==> src/rtl/jsu_pkg.sv <==
// Shared types, constants and the helper function of the JSON string unescaper.
package jsu_pkg;

    localparam int BYTE_W     = 8;
    localparam int CAP_W      = 12;
    localparam int HEX_DIGITS = 4;
    localparam int HCNT_W     = 3;
    localparam int UTF_CNT_W  = 2;

    localparam logic [CAP_W-1:0] CAP_RESET = 12'd64;

    // Characters that steer the escape decoder.
    localparam logic [BYTE_W-1:0] CH_BSLASH = 8'h5C;
    localparam logic [BYTE_W-1:0] CH_QMARK  = 8'h3F;
    localparam logic [BYTE_W-1:0] CH_U      = 8'h75;
    localparam logic [BYTE_W-1:0] CH_N      = 8'h6E;
    localparam logic [BYTE_W-1:0] CH_R      = 8'h72;
    localparam logic [BYTE_W-1:0] CH_T      = 8'h74;
    localparam logic [BYTE_W-1:0] CH_B      = 8'h62;
    localparam logic [BYTE_W-1:0] CH_F      = 8'h66;

    localparam logic [BYTE_W-1:0] CTL_LF  = 8'h0A;
    localparam logic [BYTE_W-1:0] CTL_CR  = 8'h0D;
    localparam logic [BYTE_W-1:0] CTL_TAB = 8'h09;
    localparam logic [BYTE_W-1:0] CTL_BS  = 8'h08;
    localparam logic [BYTE_W-1:0] CTL_FF  = 8'h0C;
    localparam logic [BYTE_W-1:0] TERM_BYTE = 8'h00;

    // UTF-8 encoding limits and marker bits.
    localparam logic [15:0]       CP_LIMIT_1B = 16'h0080;
    localparam logic [15:0]       CP_LIMIT_2B = 16'h0800;
    localparam logic [BYTE_W-1:0] UTF_LEAD2   = 8'hC0;
    localparam logic [BYTE_W-1:0] UTF_LEAD3   = 8'hE0;
    localparam logic [BYTE_W-1:0] UTF_CONT    = 8'h80;

    typedef enum logic [1:0] {
        PH_PLAIN,
        PH_ESC,
        PH_HEX
    } t_phase;

    typedef enum logic [2:0] {
        S_IDLE,
        S_FEED,
        S_HEX,
        S_UTF,
        S_REPLAY,
        S_FIN
    } t_state;

    typedef enum logic [0:0] {
        SRC_INPUT,
        SRC_REPLAY
    } t_src;

    typedef struct packed {
        logic load;
        logic feed;
        t_src src;
        logic hex;
        logic utf;
        logic fin_u;
        logic fin_esc;
        logic fin_term;
    } t_cmd;

    typedef struct packed {
        logic   out_free;
        logic   in_valid;
        logic   in_eos;
        t_phase phase;
        logic   hex_arm;
        logic   hex_good;
        logic   utf_multi;
        logic   utf_last;
        logic   rep_last;
        logic   held_zero;
    } t_status;

    // Returns {is_hex, value} for one ASCII character.
    function automatic logic [4:0] hex_digit(input logic [BYTE_W-1:0] c);
        logic [4:0] res;
        res = 5'd0;
        if (c inside {[8'h30:8'h39]}) begin
            res = {1'b1, 4'(c - 8'h30)};
        end else if (c inside {[8'h61:8'h66]}) begin
            res = {1'b1, 4'(c - 8'h57)};
        end else if (c inside {[8'h41:8'h46]}) begin
            res = {1'b1, 4'(c - 8'h37)};
        end
        return res;
    endfunction

endpackage

==> src/rtl/jsu_ctrl.sv <==
// Sequencer of the JSON string unescaper: walks each item through load, feed, hex, UTF-8, replay and end steps.
module jsu_ctrl import jsu_pkg::*; (
    input  logic    i_clk,
    input  logic    i_rst_n,
    input  logic    i_s_axis_tvalid,
    output logic    o_s_axis_tready,
    input  t_status i_status,
    output t_cmd    o_cmd
);

    t_state r_state;
    t_state n_state;
    t_state after_item;

    always_ff @(posedge i_clk) begin
        if (!i_rst_n) begin
            r_state <= S_IDLE;
        end else begin
            r_state <= n_state;
        end
    end

    always_comb begin
        n_state         = r_state;
        o_cmd           = '0;
        o_cmd.src       = SRC_INPUT;
        o_s_axis_tready = (r_state == S_IDLE);
        after_item      = i_status.in_eos ? S_FIN : S_IDLE;
        case (r_state)
            S_IDLE: begin
                if (i_s_axis_tvalid) begin
                    o_cmd.load = 1'b1;
                    n_state    = S_FEED;
                end
            end
            S_FEED: begin
                if (i_status.out_free) begin
                    o_cmd.feed = i_status.in_valid;
                    if (i_status.in_valid && i_status.hex_arm) begin
                        n_state = S_HEX;
                    end else begin
                        n_state = after_item;
                    end
                end
            end
            S_HEX: begin
                if (i_status.out_free) begin
                    o_cmd.hex = 1'b1;
                    if (i_status.hex_good && i_status.utf_multi) begin
                        n_state = S_UTF;
                    end else if (i_status.hex_good) begin
                        n_state = after_item;
                    end else begin
                        n_state = S_REPLAY;
                    end
                end
            end
            S_UTF: begin
                if (i_status.out_free) begin
                    o_cmd.utf = 1'b1;
                    if (i_status.utf_last) begin
                        n_state = after_item;
                    end
                end
            end
            S_REPLAY: begin
                if (i_status.out_free) begin
                    o_cmd.feed = 1'b1;
                    o_cmd.src  = SRC_REPLAY;
                    if (i_status.rep_last) begin
                        n_state = after_item;
                    end
                end
            end
            S_FIN: begin
                if (i_status.out_free) begin
                    case (i_status.phase)
                        PH_HEX: begin
                            o_cmd.fin_u = 1'b1;
                            n_state     = i_status.held_zero ? S_FIN : S_REPLAY;
                        end
                        PH_ESC: begin
                            o_cmd.fin_esc = 1'b1;
                        end
                        default: begin
                            o_cmd.fin_term = 1'b1;
                            n_state        = S_IDLE;
                        end
                    endcase
                end
            end
            default: begin
                n_state = S_IDLE;
            end
        endcase
    end

`ifndef NO_ASSERTIONS
    assert property (@(posedge i_clk) disable iff (!i_rst_n)
        $onehot0({o_cmd.load, o_cmd.feed, o_cmd.hex, o_cmd.utf,
                  o_cmd.fin_u, o_cmd.fin_esc, o_cmd.fin_term}))
        else $error("jsu_ctrl: more than one datapath command at once");

    assert property (@(posedge i_clk) disable iff (!i_rst_n)
        (r_state == S_HEX) |-> ($past(r_state) == S_FEED || $past(r_state) == S_HEX))
        else $error("jsu_ctrl: hex completion not reached from an input feed");
`endif

endmodule

==> src/rtl/jsu_dp.sv <==
// Datapath of the JSON string unescaper: escape decoder, held digits, UTF-8 encoder, replay buffer, output register.
module jsu_dp import jsu_pkg::*; (
    input  logic              i_clk,
    input  logic              i_rst_n,
    input  logic              i_cfg_wr,
    input  logic [CAP_W-1:0]  i_cfg_data,
    input  logic [BYTE_W-1:0] i_in_byte,
    input  logic              i_in_valid,
    input  logic              i_in_eos,
    input  logic              i_m_axis_tready,
    output logic              o_m_axis_tvalid,
    output logic [BYTE_W-1:0] o_m_axis_tdata,
    output logic              o_m_axis_tlast,
    input  t_cmd              i_cmd,
    output t_status           o_status
);

    logic [CAP_W-1:0]     r_cap;
    logic [BYTE_W-1:0]    r_in_byte;
    logic                 r_in_valid;
    logic                 r_in_eos;
    t_phase               r_phase;
    t_phase               n_phase;
    logic [HCNT_W-1:0]    r_held_cnt;
    logic [HCNT_W-1:0]    n_held_cnt;
    logic [CAP_W-1:0]     r_written;
    logic [CAP_W-1:0]     n_written;
    logic [BYTE_W-1:0]    r_held [HEX_DIGITS];
    logic [BYTE_W-1:0]    r_rep  [HEX_DIGITS];
    logic [HCNT_W-1:0]    r_rep_cnt;
    logic [1:0]           r_rep_idx;
    logic [UTF_CNT_W-1:0] r_utf_idx;
    logic [UTF_CNT_W-1:0] n_utf_idx;
    logic                 r_out_valid;
    logic [BYTE_W-1:0]    r_out_byte;
    logic                 r_out_last;

    logic [CAP_W-1:0]     cap_eff;
    logic                 room1;
    logic                 fits;
    logic [BYTE_W-1:0]    feed_byte;
    logic [4:0]           dig [HEX_DIGITS];
    logic                 all_hex;
    logic [15:0]          cp;
    logic [UTF_CNT_W-1:0] utf_cnt;
    logic [BYTE_W-1:0]    utf_b0;
    logic [BYTE_W-1:0]    utf_b1;
    logic [BYTE_W-1:0]    utf_b2;
    logic [BYTE_W-1:0]    utf_sel;
    logic                 held_wr;
    logic                 rep_load;
    logic                 put_req;
    logic [BYTE_W-1:0]    put_byte;
    logic                 emit;
    logic [BYTE_W-1:0]    emit_byte;
    logic                 emit_last;
    logic                 out_free;

    // A capacity of zero behaves as a capacity of one.
    assign cap_eff   = (r_cap == '0) ? CAP_W'(1) : r_cap;
    assign room1     = ({1'b0, r_written} + 13'd1) < {1'b0, cap_eff};
    assign fits      = ({1'b0, r_written} + {11'd0, utf_cnt}) < {1'b0, cap_eff};
    assign feed_byte = (i_cmd.src == SRC_REPLAY) ? r_rep[r_rep_idx] : r_in_byte;
    assign out_free  = !r_out_valid || i_m_axis_tready;

    // Decode of the four held digits; the first held digit is the most significant.
    always_comb begin
        for (int i = 0; i < HEX_DIGITS; i++) begin
            dig[i] = hex_digit(r_held[i]);
        end
        all_hex = dig[0][4] & dig[1][4] & dig[2][4] & dig[3][4];
        cp      = {dig[0][3:0], dig[1][3:0], dig[2][3:0], dig[3][3:0]};
        if (cp < CP_LIMIT_1B) begin
            utf_cnt = 2'd1;
            utf_b0  = cp[7:0];
            utf_b1  = UTF_CONT;
            utf_b2  = UTF_CONT;
        end else if (cp < CP_LIMIT_2B) begin
            utf_cnt = 2'd2;
            utf_b0  = UTF_LEAD2 | {3'd0, cp[10:6]};
            utf_b1  = UTF_CONT | {2'd0, cp[5:0]};
            utf_b2  = UTF_CONT;
        end else begin
            utf_cnt = 2'd3;
            utf_b0  = UTF_LEAD3 | {4'd0, cp[15:12]};
            utf_b1  = UTF_CONT | {2'd0, cp[11:6]};
            utf_b2  = UTF_CONT | {2'd0, cp[5:0]};
        end
        case (r_utf_idx)
            2'd1:    utf_sel = utf_b1;
            2'd2:    utf_sel = utf_b2;
            default: utf_sel = utf_b0;
        endcase
    end

    always_comb begin
        n_phase    = r_phase;
        n_held_cnt = r_held_cnt;
        n_written  = r_written;
        n_utf_idx  = r_utf_idx;
        held_wr    = 1'b0;
        rep_load   = 1'b0;
        put_req    = 1'b0;
        put_byte   = feed_byte;
        emit       = 1'b0;
        emit_byte  = TERM_BYTE;
        emit_last  = 1'b0;

        if (i_cmd.feed) begin
            case (r_phase)
                PH_ESC: begin
                    n_phase = PH_PLAIN;
                    put_req = 1'b1;
                    case (feed_byte)
                        CH_N: put_byte = CTL_LF;
                        CH_R: put_byte = CTL_CR;
                        CH_T: put_byte = CTL_TAB;
                        CH_B: put_byte = CTL_BS;
                        CH_F: put_byte = CTL_FF;
                        CH_U: begin
                            put_req    = 1'b0;
                            n_phase    = PH_HEX;
                            n_held_cnt = '0;
                        end
                        default: put_byte = feed_byte;
                    endcase
                end
                PH_HEX: begin
                    held_wr    = (r_held_cnt < HCNT_W'(HEX_DIGITS));
                    n_held_cnt = r_held_cnt + 3'd1;
                end
                default: begin
                    n_phase = PH_PLAIN;
                    // A full buffer swallows even a backslash.
                    if (room1) begin
                        if (feed_byte == CH_BSLASH) begin
                            n_phase = PH_ESC;
                        end else begin
                            put_req = 1'b1;
                        end
                    end
                end
            endcase
        end

        if (i_cmd.hex) begin
            n_phase    = PH_PLAIN;
            n_held_cnt = '0;
            put_req    = 1'b1;
            if (all_hex && fits) begin
                put_byte  = utf_b0;
                n_utf_idx = 2'd1;
            end else begin
                put_byte = CH_QMARK;
                rep_load = 1'b1;
            end
        end

        if (i_cmd.utf) begin
            put_req   = 1'b1;
            put_byte  = utf_sel;
            n_utf_idx = r_utf_idx + 2'd1;
        end

        if (i_cmd.fin_u) begin
            put_req    = 1'b1;
            put_byte   = CH_U;
            rep_load   = 1'b1;
            n_phase    = PH_PLAIN;
            n_held_cnt = '0;
        end

        if (i_cmd.fin_esc) begin
            n_phase = PH_PLAIN;
        end

        if (put_req && room1) begin
            emit      = 1'b1;
            emit_byte = put_byte;
            n_written = r_written + 12'd1;
        end

        if (i_cmd.fin_term) begin
            emit       = 1'b1;
            emit_byte  = TERM_BYTE;
            emit_last  = 1'b1;
            n_written  = '0;
            n_held_cnt = '0;
            n_phase    = PH_PLAIN;
        end
    end

    always_ff @(posedge i_clk) begin
        if (!i_rst_n) begin
            r_cap       <= CAP_RESET;
            r_phase     <= PH_PLAIN;
            r_held_cnt  <= '0;
            r_written   <= '0;
            r_out_valid <= 1'b0;
        end else begin
            if (i_cfg_wr) begin
                r_cap <= i_cfg_data;
            end
            r_phase    <= n_phase;
            r_held_cnt <= n_held_cnt;
            r_written  <= n_written;
            if (emit) begin
                r_out_valid <= 1'b1;
            end else if (i_m_axis_tready) begin
                r_out_valid <= 1'b0;
            end
        end
    end

    always_ff @(posedge i_clk) begin
        if (i_cmd.load) begin
            r_in_byte  <= i_in_byte;
            r_in_valid <= i_in_valid;
            r_in_eos   <= i_in_eos;
        end
        if (held_wr) begin
            r_held[r_held_cnt[1:0]] <= feed_byte;
        end
        // The replay buffer is a snapshot, so replayed bytes may refill the held digits.
        if (rep_load) begin
            r_rep     <= r_held;
            r_rep_cnt <= r_held_cnt;
            r_rep_idx <= '0;
        end else if (i_cmd.feed && (i_cmd.src == SRC_REPLAY)) begin
            r_rep_idx <= r_rep_idx + 2'd1;
        end
        r_utf_idx <= n_utf_idx;
        if (emit) begin
            r_out_byte <= emit_byte;
            r_out_last <= emit_last;
        end
    end

    assign o_m_axis_tvalid = r_out_valid;
    assign o_m_axis_tdata  = r_out_byte;
    assign o_m_axis_tlast  = r_out_last;

    always_comb begin
        o_status           = '0;
        o_status.out_free  = out_free;
        o_status.in_valid  = r_in_valid;
        o_status.in_eos    = r_in_eos;
        o_status.phase     = r_phase;
        o_status.hex_arm   = (r_phase == PH_HEX) && (r_held_cnt == HCNT_W'(HEX_DIGITS - 1));
        o_status.hex_good  = all_hex && fits;
        o_status.utf_multi = (utf_cnt != 2'd1);
        o_status.utf_last  = (r_utf_idx == (utf_cnt - 2'd1));
        o_status.rep_last  = ({1'b0, r_rep_idx} == (r_rep_cnt - 3'd1));
        o_status.held_zero = (r_held_cnt == '0);
    end

`ifndef NO_ASSERTIONS
    assert property (@(posedge i_clk) disable iff (!i_rst_n)
        r_held_cnt <= HCNT_W'(HEX_DIGITS))
        else $error("jsu_dp: held digit count beyond the escape length");

    assert property (@(posedge i_clk) disable iff (!i_rst_n)
        i_cmd.hex |-> (r_held_cnt == HCNT_W'(HEX_DIGITS) && r_phase == PH_HEX))
        else $error("jsu_dp: hex completion without a full set of digits");

    assert property (@(posedge i_clk) disable iff (!i_rst_n)
        (r_out_valid && r_out_last) |-> (r_out_byte == TERM_BYTE))
        else $error("jsu_dp: terminator transfer carries a nonzero byte");

    assert property (@(posedge i_clk) disable iff (!i_rst_n)
        emit |-> out_free)
        else $error("jsu_dp: output register overwritten while stalled");
`endif

endmodule

==> src/rtl/json_string_unescape_utf8_top.sv <==
// Top level of the JSON string unescaper producing UTF-8 bytes.
// Each input transfer carries one raw string-body byte (tuser says whether the byte is real,
// tlast ends the string); the block emits the decoded bytes and then a zero terminator with
// tlast set. The block works on one item at a time through a single byte-wide decode step:
// a plain item is accepted and then decoded, a completed \u escape then emits its UTF-8 bytes
// one by one, a rejected \u emits a '?' and then replays its four held bytes, and an
// end-of-string item emits the terminator after any pending escape steps and replayed bytes.
// Any cycle in which the output register holds an untaken byte stalls the sequencer.
// Capacity writes are taken at any time but are meant for idle gaps.
module json_string_unescape_utf8_top import jsu_pkg::*; (
    input  logic              i_clk,
    input  logic              i_rst_n,
    input  logic              i_cfg_valid,
    output logic              o_cfg_ready,
    input  logic [CAP_W-1:0]  i_cfg_data,       // out_capacity
    input  logic              i_s_axis_tvalid,
    output logic              o_s_axis_tready,
    input  logic [BYTE_W-1:0] i_s_axis_tdata,   // [7:0] in_byte
    input  logic              i_s_axis_tuser,   // [0] byte_valid
    input  logic              i_s_axis_tlast,   // end_of_string
    output logic              o_m_axis_tvalid,
    input  logic              i_m_axis_tready,
    output logic [BYTE_W-1:0] o_m_axis_tdata,   // [7:0] out_byte
    output logic              o_m_axis_tlast    // out_last
);

    t_cmd    cmd;
    t_status status;

    assign o_cfg_ready = 1'b1;

    jsu_ctrl u_ctrl (
        .i_clk           (i_clk),
        .i_rst_n         (i_rst_n),
        .i_s_axis_tvalid (i_s_axis_tvalid),
        .o_s_axis_tready (o_s_axis_tready),
        .i_status        (status),
        .o_cmd           (cmd)
    );

    jsu_dp u_dp (
        .i_clk           (i_clk),
        .i_rst_n         (i_rst_n),
        .i_cfg_wr        (i_cfg_valid),
        .i_cfg_data      (i_cfg_data),
        .i_in_byte       (i_s_axis_tdata),
        .i_in_valid      (i_s_axis_tuser),
        .i_in_eos        (i_s_axis_tlast),
        .i_m_axis_tready (i_m_axis_tready),
        .o_m_axis_tvalid (o_m_axis_tvalid),
        .o_m_axis_tdata  (o_m_axis_tdata),
        .o_m_axis_tlast  (o_m_axis_tlast),
        .i_cmd           (cmd),
        .o_status        (status)
    );

endmodule
==> config.mk <==
export PLATFORM = sky130hd
export DESIGN_NAME = json_string_unescape_utf8_top
export DESIGN_NICKNAME = d
export VERILOG_FILES = /design/src/rtl/jsu_pkg.sv /design/src/rtl/jsu_ctrl.sv /design/src/rtl/jsu_dp.sv /design/src/rtl/json_string_unescape_utf8_top.sv
export SDC_FILE = /design/constraint.sdc
export NUM_CORES = 1
export LEC_CHECK = 0
export BUFFER_PORTS_ARGS = -buffer_cell sky130_fd_sc_hd__buf_2
export CORE_ASPECT_RATIO = 0.75
export CORE_MARGIN = 1
export CORE_UTILIZATION = 55
export CTS_CLUSTER_DIAMETER = 40
export DETAILED_ROUTE_END_ITERATION = 16
export GPL_TIMING_DRIVEN = 0
export HOLD_SLACK_MARGIN = 0.15
export PLACE_DENSITY_LB_ADDON = 0.1
export REMOVE_ABC_BUFFERS = 1
export SETUP_SLACK_MARGIN = 0.15
export SLEW_MARGIN = 40
export SYNTH_ARGS = -nofsm -noshare
export SYNTH_HDL_FRONTEND = slang
export SYNTH_HIERARCHICAL = 1
export SYNTH_SLANG_ARGS = --single-unit
==> constraint.sdc <==
create_clock -name i_clk -period 13.2 [get_ports i_clk]
set_input_delay 0.66 -clock i_clk [delete_from_list [all_inputs] [get_ports i_clk]]
set_output_delay 0.66 -clock i_clk [all_outputs]
set_load 0.01 [all_outputs]
* Yosys cells after proc, flatten, opt, wreduce, memory -nomap -nowiden
Cells that the tools add are included.
** Word-level totals
- Bits in registers :: 123
- Bits in latches :: 0
- RAM bits :: 0
- Bits in read-only memories :: 0
- Output and inout port bits :: 12
- Word-level logic and storage cells :: 243
- Memories :: 0
** Cells by class
- Add/sub/neg operators :: 20
- Multiply operators :: 0
- Div/mod/pow operators :: 0
- Order comparisons :: 32
- Equal/unequal tests :: 30
- Shifts and indexed selects :: 0
- Mux-type cells :: 92
- Bitwise logic cells :: 8
- Reductions and logical operators :: 38
** Operators by type and width (count)
- $mux W8 :: 12
- $ge A8 B7 Y1 const B :: 8
- $le A8 B7 Y1 const B :: 8
- $mux W5 :: 12
- $eq A8 B7 Y1 const B :: 7
- $mux W3 :: 15
- $pmux W8 S5 :: 1
- $bwmux W32 :: 1
- $ge A8 B6 Y1 const B :: 4
- $le A8 B6 Y1 const B :: 4
- $sub A4 B3 Y4 const B :: 8
- $mux W1 :: 30
- $lt A13 B12 Y1 :: 2
- $logic_and A1 B1 Y1 :: 19
- $mux W6 :: 3
- $pmux W3 S6 :: 1
- $bmux W8 S2 :: 1
- $demux W8 S2 :: 1
- $lt A16 B12 Y1 const B :: 1
- $lt A16 B8 Y1 const B :: 1
- $pmux W8 S2 :: 1
- $sub A4 B1 Y4 const B :: 4
- $mux W2 :: 7
- $ne A2 B1 Y1 const B :: 7
- 38 further kinds :: 62

* Logic depth before layout (Yosys ltp)
- Word-level depth :: 17
- Depth in mapped cells :: 27
- Mapped depth without buffers :: 26

* By module
The synthesis kept the hierarchy.
** Modules (own cells, without submodules)
- jsu_dp :: times used 1, cells an instance 649, area each 7018.0 um^2
- jsu_ctrl :: times used 1, cells an instance 60, area each 479.2 um^2
- json_string_unescape_utf8_top :: times used 1, cells an instance 2, area each 11.3 um^2

* Worst setup path after synthesis
No wires, ideal clock.
- Kind :: flip-flop to flip-flop
- Start :: reg u_dp/r_held[8] (netlist bit)
- End :: reg u_dp/r_rep[0] (netlist bit) (enable)
- Setup time :: 0.481 ns
- Arrival :: 6.833 ns
- Data required time :: 12.719 ns
- Setup slack :: 5.886 ns
- Stages on the path, launching flop included :: 22
- Period minus slack after synthesis :: 7.314 ns
- Path through :: edfxtp_1 > ha_1 > nor3b_1 > nor3_4 > o22a_1 > nor2_1 > nand2_1 > nand2_1 > ha_1 > inv_1 > fa_1 > and3b_1 > clkbuf_1 > nand3_1 > xnor2_1 > ha_1 > a21oi_1 > o21a_1 > a211o_1 > o21ai_1 > inv_1 > o21ai_0
** RTL lines
- start, declared :: line jsu_dp.sv:28 : logic [BYTE_W-1:0] r_held [HEX_DIGITS];
- start signal, assigned by index :: line jsu_dp.sv:222 : r_held[r_held_cnt[1:0]] <= feed_byte;
- end signal, assigned :: line jsu_dp.sv:226 : r_rep <= r_held;
- end, declared :: line jsu_dp.sv:29 : logic [BYTE_W-1:0] r_rep [HEX_DIGITS];

==> impl_table.tex <==
\begin{tabular}{lr}
\hline
Metric & Value \\
\hline
\multicolumn{2}{l}{\textbf{Outcome}} \\
\quad Run status & finished, final reports clean \\
\multicolumn{2}{l}{\textbf{Yosys}} \\
\quad Seq/Total Area, Yosys & 0.4453 \\
\quad Synth top area cells & sky130\_fd\_sc\_hd\_\_edfxtp\_1, sky130\_fd\_sc\_hd\_\_dfxtp\_1, sky130\_fd\_sc\_hd\_\_ha\_1 \\
\quad Post-synth top flop & sky130\_fd\_sc\_hd\_\_edfxtp\_1 \\
\quad Flops \& latches, synth & 123 \\
\quad Area share of the largest cell type after synthesis & 0.3519 \\
\quad Count of flip-flops with a built-in enable after synthesis & 88 \\
\quad Syn. warnings & 6 \\
\quad Post-synthesis async set-or-reset flop share & 0 \\
\quad Cells after Synth & 711 \\
\quad Distinct cell type count of the synthesized netlist & 94 \\
\quad Mapped Area & 7508 um2 \\
\quad Syn\_area\_per\_cell & 10.56 um2 \\
\quad Library cell occupying the most area in the post-synthesis netlist & sky130\_fd\_sc\_hd\_\_edfxtp\_1 \\
\multicolumn{2}{l}{\textbf{Worst hold path}} \\
\quad Path type of the worst min-delay path & in2reg \\
\multicolumn{2}{l}{\textbf{Power and ir drop}} \\
\quad Total power draw & 1.151 mW \\
\quad Max IR drop VDD & 0.09611 mV \\
\quad Leak & around 3.2 nW \\
\quad Total power per unit cell area & 136.5 nW/um2 \\
\multicolumn{2}{l}{\textbf{Floorplanning}} \\
\quad FP Rows & 36 \\
\quad Total I/O pin count & 39 \\
\quad Die Height & 103.2 um \\
\quad Floorplan core area & 13150 um2 \\
\quad Overall die area & between 10000 and 15000 um2 \\
\quad Die outline width & 136.9 um \\
\quad Initial core utilization & 0.5709 \\
\multicolumn{2}{l}{\textbf{Place}} \\
\quad Cells after DPL & 892 \\
\quad Final weighted congestion of routability-driven global placement & 0.9391 \\
\quad Number of port buffers & 37 \\
\quad Final HPWL DP & 14410 um \\
\multicolumn{2}{l}{\textbf{STA}} \\
\quad Final Max Tran Viols & 0 \\
\quad Final Cycle Share & 0.4668 \\
\quad Unrepaired setup endpoints after global routing & no \\
\quad Max-Slew Margin vs Limit & 0.4521 \\
\quad Slew at the pin closest to its max-slew limit & 810.4 ps \\
\quad Setup Viol. Count Final & 0 \\
\quad Hold violation count in the final report & 0 \\
\quad Worst clock skew & 9.518 ps \\
\quad Fin Setup TNS & 0 ps \\
\quad Final critical-path required period & 6162 ps \\
\quad Peak clock frequency supported by timing & 162.3 MHz \\
\multicolumn{2}{l}{\textbf{Clock tree}} \\
\quad Number of buffers inserted during clock tree synthesis & 17 \\
\quad Total of cells resized after clock tree synthesis & 0 \\
\quad Post-CTS setup-driven buffer insertion count & 0 \\
\quad Clock sinks & 123 \\
\quad Number of H-tree levels & 4 \\
\quad Maximum clock insertion buffer count & 2 \\
\quad Buffer cell driving the clock tree root & sky130\_fd\_sc\_hd\_\_clkbuf\_16 \\
\quad Clock-pin transition on the worst setup and hold timing paths & 60 ps \\
\quad Insertion delay of the later-clocked pin in the worst-skew pair & 420 ps \\
\quad CTS Hold Bufs & 0 \\
\quad Clock tree from TritonCTS & yes \\
\multicolumn{2}{l}{\textbf{Critical path}} \\
\quad Kind of start point of the critical path & register \\
\quad Crit path kind & reg2reg \\
\quad CP max FO & 13 \\
\quad Worst Path Required & 13500 ps \\
\quad Series of cell instances along the critical path & nand4bb\_1 > a21oi\_1 > a21oi\_2 > o21ai\_2 > inv\_1 > nand3\_1 > inv\_1 > fa\_1 > and3b\_1 > nand2\_1 > nor2\_1 > xor2\_1 > ha\_1 > a21o\_1 > a21oi\_1 > o21ai\_0 > nor4\_1 > o21ai\_1 > inv\_1 > o21ai\_0 > a311oi\_1 > o31ai\_2 \\
\quad Cell with the largest stage delay on the worst path & sky130\_fd\_sc\_hd\_\_o21ai\_2 \\
\quad Largest stage delay on the critical path & 540 ps \\
\quad WP data arrival & 6470 ps \\
\quad Worst Setup End Kind & register \\
\quad Most prevalent standard cell on the critical path & sky130\_fd\_sc\_hd\_\_inv\_1 \\
\multicolumn{2}{l}{\textbf{Detailed routing}} \\
\quad Average via count per standard cell & 6.209 \\
\quad Total detailed-routing wirelength & roughly 19000 um \\
\quad Remaining antenna violation count & 0 \\
\quad Post-route met1 wirelength & 9390 um \\
\quad Highest routed metal layer & met4 \\
\quad Vias after detailed routing & 5737 \\
\quad Met2 wire len & 7608 um \\
\quad First DRT Iteration DRCs & 458 \\
\quad Number of search-and-repair iterations in the first detailed-routing pass & 5 \\
\quad Number of DRC violations after detailed routing & 0 \\
\quad Post-detailed-route wirelength per cell & 20.33 um \\
\quad DR WL met3 & 1584 um \\
\multicolumn{2}{l}{\textbf{GRT}} \\
\quad First-pass GRT wire length & 29120 um \\
\quad Total routing usage reported by global routing & 0.2833 \\
\quad Global route overflow & 0 \\
\quad Largest net degree at the start of global routing & 19 \\
\quad Number of global-route vias before repair & approximately 5300 \\
\quad Initial antenna violation count & 0 \\
\multicolumn{2}{l}{\textbf{Finish}} \\
\quad Commonest non-fill, non-tap cells in the layout & sky130\_fd\_sc\_hd\_\_edfxtp\_1, sky130\_fd\_sc\_hd\_\_inv\_1, sky130\_fd\_sc\_hd\_\_ha\_1 \\
\quad Most common cell after layout, fill and taps aside & sky130\_fd\_sc\_hd\_\_edfxtp\_1 \\
\quad Total number of nets in the final design & 817 \\
\quad Post-synthesis to final-layout area growth & 12.35\% \\
\quad Fraction of final layout cells sized beyond drive strength 1 & 0.1541 \\
\quad Diodes inserted & 0 \\
\quad Fin cells & 924 \\
\multicolumn{2}{l}{\textbf{Run}} \\
\quad Maxcap violations & 0 \\
\hline
\end{tabular}
[cell usage after synthesis (all sizes together) (4+ instances only)]
cell type / number
nand2b: 13
a311oi: 9
edfxtp: 88
nand3: 31
nor4: 9
buf: 15
o21a: 7
or3: 4
nand2: 39
a31oi: 8
nor3: 16
inv: 54
nor2: 48
mux2i: 28
and3: 10
clkbuf: 14
and2: 7
o221ai: 5
nand3b: 4
a221oi: 7
xor2: 20
nor3b: 8
a21o: 5
mux2: 6
nand4: 7
o21ai: 24
o21bai: 7
nor2b: 19
ha: 49
a21oi: 26
o211ai: 6
o22ai: 4
a211oi: 4
xnor2: 19
dfxtp: 35
nand4bb: 4
[sequential cells by signal, indices dropped and copies added, names as in the netlist, 2 cells and up]
register             cells
u_dp/r_rep_cnt           3
u_dp/r_rep_idx           2
u_ctrl/r_state           3
u_dp/r_written          12
u_dp/r_held_cnt          3
u_dp/r_held             32
u_dp/r_utf_idx           2
u_dp/o_m_axis_tdata      8
u_dp/r_phase             2
u_dp/r_in_byte           8
u_dp/r_cap              12
u_dp/r_rep              32
[cell families after synthesis]
logic type / share of synthesized area
buf+inv: 0.04866
xor+xnor: 0.04549
fa+ha+maj: 0.08432
simple gates: 0.1798
other cells: 0.0004994
mux: 0.05749
flops: 0.4453
compound gates: 0.1385
[per-layer routing]
layer | track usage | vias to the layer above
met3 | 0.08918 | 21
li1 | - | 2699
met1 | 0.4259 | 2812
met2 | 0.3909 | 205
met5 | 0 | -
met4 | 0.07101 | 0
[worst max-delay path: cells and delay by family (launching register included)]
kind,cells,cell delay (ps)
AND/OR/NAND/NOR,6,1490
adder cells (fa/ha/maj),2,720
AO/OA/AOI/OAI,10,2590
XOR/XNOR,1,160
flip-flops,1,420
buffers and inverters,3,650
[final timing paths]
kind,start,endpoint,slack [ps],cells past startpoint
max,u_dp/r_held[23],u_ctrl/r_state[2],7040,22
max reg2reg,u_dp/r_held[23],u_ctrl/r_state[2],7040,22
min reg2reg,u_dp/r_held[30],u_dp/r_rep[30],480,0
min,i_s_axis_tdata[7],u_dp/r_in_byte[7],410,1
[layout make-up]
| cell class | instances | area [um2] |
|---|---|---|
| multi-input combinational | 505 | 3856 |
| inverter | 54 | 202.7 |
| sequential | 123 | 3344 |
| clock buffer | 18 | 439.2 |
| clock inverter | 14 | 151.4 |
| fill | 1050 | 4717 |
| timing repair buffer | 39 | 227.7 |
| tap | 171 | 214.0 |
[power breakdown]
part / internal (mW) / switching [mW] / leakage (nW)
Sequential: 0.445 / 0.0316 / 1.09
Combinational: 0.0856 / 0.125 / 1.79
Clock: 0.272 / 0.192 / 0.286
Total: 0.803 / 0.348 / 3.17
[through the flow]
step / util / setup WS [ps] / cell area, um2 / hold WS, ps
after floorplan: - / 5860 / 7346 / 426.2
after global placement: 0.5889 / 3730 / 7745 / 452.0
after detailed placement: 0.5951 / 7175 / 7828 / 466.3
after CTS: 0.6400 / 7116 / 8418 / 392.5
after global routing: 0.6414 / 6540 / 8436 / 387.4
final: 0.6414 / 7038 / 8436 / 409.8
Power figures use the tool's default switching activity.
